**src/design/scsa_pkg.sv**
```systemverilog
// ----------------------------------------------------------------------------
// scsa_pkg
// Shared types and constants for the size class slab allocator.
// ----------------------------------------------------------------------------
package scsa_pkg;

  localparam int unsigned REGION_BYTES_DEF = 65536;
  localparam int unsigned BLOCK_BYTES_DEF  = 4096;
  localparam int unsigned NUM_CLASSES_DEF  = 64;

  localparam logic [15:0] MAX_SMALL    = 16'd512;
  localparam logic [31:0] HEADER_BYTES = 32'd8;

  // Register indexes
  localparam logic [0:0] REG_BASE   = 1'b0;
  localparam logic [0:0] REG_BLOCKS = 1'b1;

  // Actions
  localparam logic ACT_ALLOC   = 1'b0;
  localparam logic ACT_RELEASE = 1'b1;

  // Status codes
  localparam logic [2:0] ST_OK      = 3'd0;
  localparam logic [2:0] ST_NULL    = 3'd1;
  localparam logic [2:0] ST_LARGE   = 3'd2;
  localparam logic [2:0] ST_OOM     = 3'd3;
  localparam logic [2:0] ST_OUTSIDE = 3'd4;

  typedef struct packed {
    logic        action;
    logic [15:0] request_size;
    logic [31:0] release_address;
  } in_word_t;

  typedef struct packed {
    logic [31:0] granted_address;
    logic [2:0]  status;
  } out_word_t;

  typedef enum logic [2:0] {
    S_IDLE,
    S_DECODE,
    S_POP,
    S_REM,
    S_FINISH,
    S_OUT
  } state_t;

  // Controller to datapath
  typedef struct packed {
    logic capture;   // latch the input word
    logic decode;    // read class tables, classify
    logic pop_rd;    // issue link read for pop
    logic rem_start; // start the padding remainder
    logic execute;   // update state, build result
  } dp_cmd_t;

  // Datapath to controller
  typedef struct packed {
    logic pop;       // allocation pops a free list
    logic fresh;     // allocation takes a new block
    logic rem_done;  // padding remainder ready
  } dp_stat_t;

endpackage

```
**src/design/scsa_ctrl.sv**
```systemverilog
// ----------------------------------------------------------------------------
// scsa_ctrl
// Request sequencer: capture, decode, optional link read, optional padding remainder, execute, hand off.
// ----------------------------------------------------------------------------
module scsa_ctrl (
  input  logic               clk,
  input  logic               rst_n,
  input  logic               in_valid,
  output logic               in_ready,
  output logic               out_valid,
  input  logic               out_ready,
  input  scsa_pkg::dp_stat_t stat,
  output scsa_pkg::dp_cmd_t  cmd
);

  scsa_pkg::state_t state_r, state_nxt;

  always_ff @(posedge clk) begin
    if (!rst_n) state_r <= scsa_pkg::S_IDLE;
    else        state_r <= state_nxt;
  end

  // Next state
  always_comb begin
    state_nxt = state_r;
    unique case (state_r)
      scsa_pkg::S_IDLE:   if (in_valid) state_nxt = scsa_pkg::S_DECODE;
      scsa_pkg::S_DECODE: state_nxt = scsa_pkg::S_POP;
      scsa_pkg::S_POP:    state_nxt = stat.fresh ? scsa_pkg::S_REM : scsa_pkg::S_FINISH;
      scsa_pkg::S_REM:    if (stat.rem_done) state_nxt = scsa_pkg::S_FINISH;
      scsa_pkg::S_FINISH: state_nxt = scsa_pkg::S_OUT;
      scsa_pkg::S_OUT: begin
        if (out_ready) state_nxt = in_valid ? scsa_pkg::S_DECODE : scsa_pkg::S_IDLE;
      end
      default:            state_nxt = scsa_pkg::S_IDLE;
    endcase
  end

  // Outputs
  always_comb begin
    cmd       = '0;
    in_ready  = 1'b0;
    out_valid = 1'b0;
    unique case (state_r)
      scsa_pkg::S_IDLE: begin
        in_ready    = 1'b1;
        cmd.capture = in_valid;
      end
      scsa_pkg::S_DECODE: cmd.decode = 1'b1;
      scsa_pkg::S_POP: begin
        cmd.pop_rd    = stat.pop;
        cmd.rem_start = stat.fresh;
      end
      scsa_pkg::S_REM:    ;
      scsa_pkg::S_FINISH: cmd.execute = 1'b1;
      scsa_pkg::S_OUT: begin
        out_valid    = 1'b1;
        in_ready     = out_ready;
        cmd.capture  = out_ready && in_valid;
      end
      default: ;
    endcase
  end

endmodule

```
**config.mk**
```make
export PLATFORM = sky130hd
export DESIGN_NAME = scsa_ctrl
export DESIGN_NICKNAME = d
export VERILOG_FILES = /design/src/design/scsa_pkg.sv /design/src/design/scsa_ctrl.sv
export SDC_FILE = /design/constraint.sdc
export NUM_CORES = 1
export LEC_CHECK = 0
export ABC_CLOCK_PERIOD_IN_PS = 2760
export BUFFER_PORTS_ARGS = -buffer_cell sky130_fd_sc_hd__buf_2
export CORE_AREA = 5 5 42 44
export DETAILED_ROUTE_END_ITERATION = 8
export DIE_AREA = 0 0 47 49
export PLACE_DENSITY = 0.41
export RECOVER_POWER = 100
export SLEW_MARGIN = 20
export SYNTH_ARGS = -nofsm -noshare
export SYNTH_HDL_FRONTEND = slang
export SYNTH_SLANG_ARGS = --single-unit
```
**constraint.sdc**
```tcl
create_clock -name clk -period 2.76 [get_ports clk]
set_input_delay 0.552 -clock clk [delete_from_list [all_inputs] [get_ports clk]]
set_output_delay 0.552 -clock clk [all_outputs]
set_load 0.05 [all_outputs]
```
* Word level (Yosys, flattened, before mapping)
Index checks and enable logic that the tools add are counted.
Word-level totals: bits in registers 3, bits of input ports 7, output and inout bits 7
Operators by class: reduce and logical (&&, ||, !) cells 3, mux-type cells 12, equality and inequality tests 8
Operators with widths (count):
- $pmux 3 s6 | 1
- $mux 3 | 4
- $eq 3x2->1 const B | 2
- $eq 3x3->1 const B | 2
- $ne 2x2->1 const B | 3
- $mux 1 | 4
- $pmux 1 s2 | 2
- $eq 3x1->1 const B | 1
- $logic_not 3->1 | 1
- $reduce_and 3->1 | 1
- $mux 2 | 1
- $logic_and 1x1->1 | 1

* Depth between registers and ports, before layout
word-level depth 3, gate-level depth with buffers 5

* Least setup slack after synthesis
No wires, ideal clock.
kind register to output, start reg state_r[0], end out cmd[4] in the netlist's numbering, data required time 2208 ps, cell stages (with the launch flop) 5, path buffers 1, arrival time 1802 ps, path slack 406 ps, path through dfxtp_1 > buf_4 > nand3_1 > o21a_1 > nor3_1
RTL lines:
- start: declaration | RTL line scsa_ctrl.sv:16 | scsa_pkg::state_t state_r, state_nxt;
- start signal: assignment | RTL line scsa_ctrl.sv:19 | if (!rst_n) state_r <= scsa_pkg::S_IDLE;
- start signal: assignment | RTL line scsa_ctrl.sv:20 | else state_r <= state_nxt;
- end: declaration | RTL line scsa_ctrl.sv:13 | output scsa_pkg::dp_cmd_t cmd

==> impl_summary.txt <==
----------------------------------------------------
[Timing]
  Setup violation total in the final timing report ... 0
  Unrepaired setup endpoints after global routing ... false
  Final Max Slew Viols ... 0
  Worst Tran Pin Value ... 0.608 ns
  Min Clock Period, post-route ... approximately 2.3 ns
  Worst hold slack after final layout ... 0.561 ns
  Slew margin rel. ... 0.596
  Worst clock skew ... 0.00225 ns
  Fmax ... 0.440 GHz
  Count of final hold-check violations ... 0
  Setup Total Neg Slack ... 0 ns
  Period Utilization, post-route ... 0.823

[Setup path]
  Critical path class ... reg2out
  Biggest fanout along the worst timing path ... 14
  Data arrival time of the critical path ... 1.72 ns
  Element type at the critical path start ... register
  Required time worst endpoint ... approximately 2.2 ns
  Sort of element at the end of the critical path ... primary output

[Finish]
  Number of filler instances in the final layout ... 172
  Final design instance area without fill ... approximately 380 um2
  Top reg by flops ... state_r
  Number of standard cells in the layout, taps in and fillers out ... 69
  Registers with the most flip-flops ... state_r (3)
  Layout Nets ... 61
  Most frequent cells in the layout ... clkbuf_1 (8), buf_2 (6), nor2_1 (4), nor2b_1 (4)
  Fraction of final layout cells sized beyond drive strength 1 ... 0.245
  Count of antenna diodes in the layout ... 0
  Area overhead of the layout relative to synthesis ... 23.6%
  Flip-flop count of the largest register, all copies and words added ... 3
  Leading cell type in the layout, fill and taps excluded ... clkbuf_1

[Synth]
  Post-synth EDFFs ... 0
  Async set or reset register ratio after synthesis ... 0
  Leading area contributor after synthesis ... dfxtp_1
  Multiplexer area fraction after synthesis ... 0
  Sequential-to-total area share from yosys stat ... 0.195
  Mean post-synth cell area ... 7.89 um2
  Adder-cell share of the synthesized area ... 0
  Instance count of the mapped netlist ... 39
  Yosys top cell area share ... 0.195
  Synthesized cell area ... 308 um2
  Number of library cell types mapped by synthesis ... 22
  Synthesized-area fraction occupied by ao, oa, aoi and oai cells ... 0.220
  Mapped Nets ... 46
  Synth Warn # ... 0
  Prevailing post-synth register cell ... dfxtp_1
  Post-Synth XOR/XNOR Area ... 0
  Flip-flop and latch count after synthesis ... 3
  Post-Synth Simple-Gate Area ... 0.451
  Main combinational cell family by area after synthesis ... simple AND/OR/NAND/NOR gates
  Synth area leaders ... dfxtp_1 (20%), nor2b_1 (8.1%), buf_6 (7.3%)

[Drt]
  Post-route DRC violation count ... 0
  Ratio of routed vias to standard cells ... between 4 and 5
  Number of DRC markers after the initial detailed-route iteration ... 1
  Total wirelength of the detailed-routed design ... 718 um
  TritonRoute pass-1 iters ... 3
  Avg WL per Cell ... around 10 um
  Via count ... 306
  Antenna viol nets, final ... 0

[Power and ir drop]
  Power per standard cell area ... 703 nW/um2
  Comb pwr share ... 0.441
  Switching power of the nets ... 125 uW
  Clock network fraction of design power ... 0.287
  Internal ... about 140 uW
  Total power ... 267 uW
  Total leakage power ... approximately 0.14 nW
  Power share of the sequential group ... 0.272
  Maximum vdd ir drop ... 0.179 mV
  Proportion of total power due to net switching ... 0.466

[Global routing]
  Antenna violations before repair ... 0
  Total grt overflow ... 0
  All-layer global routing usage ... 0.0787
  Maximum number of pins on one net before global-route repair ... 15
  Number of global-route vias before repair ... 310
  First-pass GRT wire length ... 1320 um

[Job]
  Number of violations of the max-capacitance limit ... 0

[Die]
  Area enclosed by the die boundary ... 2300 um2
  Die Span X ... 47 um
  Starting utilization of the core area ... 0.220
  Std-Cell Rows ... 14
  Core box area ... 1400 um2
  DIE HEIGHT ... 49 um
  IO Pins ... 14

[Place]
  Weighted congestion at the end of routability-driven global placement ... around 0.74
  HPWL reported at the end of detailed placement ... 556 um
  Buffers on Ports ... 13
  Placed insts ... 65
  Standard cell area after detailed placement ... 363 um2

[Clock tree]
  Total CTS buffers ... 3
  Worst skew pair latency ... between 0.2 and 0.25 ns
  Root Buffer ... clkbuf_4
  Clock tree sinks ... 3
  Clock buffer depth ... 2
  Cts repair resizes ... 0
  Setup Buffers After CTS ... 0
  TritonCTS clock tree ... built
  Clock slew seen by the registers of the worst setup and hold paths ... 0.04 ns
  # hold bufs at CTS ... 0
  Depth of the CTS H-tree ... 1

[Outcome]
  Outcome ... finished clean

[Min path]
  Hold/Removal Path Class ... in2reg

----------------------------------------------------
layout make-up:
| cell class | count | area (um2) | share of cell area |
|---|---|---|---|
| clock buffer | 4 | 26.3 | 0.0691 |
| inverter | 3 | 11.3 | 0.0296 |
| sequential | 3 | 60.1 | 0.158 |
| multi-input combinational | 30 | 206 | 0.543 |
| tap | 16 | 20.0 | 0.0526 |
| timing repair buffer | 13 | 56.3 | 0.148 |
synthesized netlist by cell type, types with 2 or more instances:
cell type / number
a21oi_1: 2
buf_6: 2
dfxtp_1: 3
inv_1: 3
nand2b_1: 2
nand3_1: 2
nor2_1: 4
nor2b_1: 4
nor3_1: 2
nor3b_1: 2
o22ai_1: 2
metal layers:
metal,global-route usage,wire (um)
met5,0,0
met4,0.0276,0
met3,0.0517,52
met2,0.0995,308
met1,0.105,358
power groups by stage:
stage,logic (mW),registers (mW),clock network [mW]
detailed placement,0.123,0.0738,0
global route,0.130,0.0761,0.0872
finish,0.118,0.0728,0.0766
CTS,0.123,0.0729,0.0808
global placement,0.123,0.0745,0
floorplan,0.122,0.0565,0
worst max-delay path: stages (launching register included):
cell      delay, ns
dfxtp_1        0.61
nand3_1        0.12
o21a_1         0.14
nor3_1         0.13
clkbuf_1       0.49
final timing paths:
kind / endpoint / startpoint / cells past startpoint / slack (ns)
max: cmd[4] / state_r[0] / 4 / 0.49
min: state_r[2] / rst_n / 2 / 0.56
max reg2reg: state_r[2] / state_r[2] / 4 / 1.43
min reg2reg: state_r[0] / state_r[0] / 2 / 0.67
kinds of logic after synthesis:
logic type,count (synthesis)
flip-flops,3
AND/OR/NAND/NOR,20
buffers and inverters,6
AO/OA/AOI/OAI,10
through the flow:
step	util	worst slack (ns)
finish	0.271	0.488
floorplan	-	0.406
detailed placement	0.259	0.921
CTS	0.278	0.689
global placement	0.259	0.922
global route	0.271	0.287
Note: power is estimated with default switching activity, not from simulation.
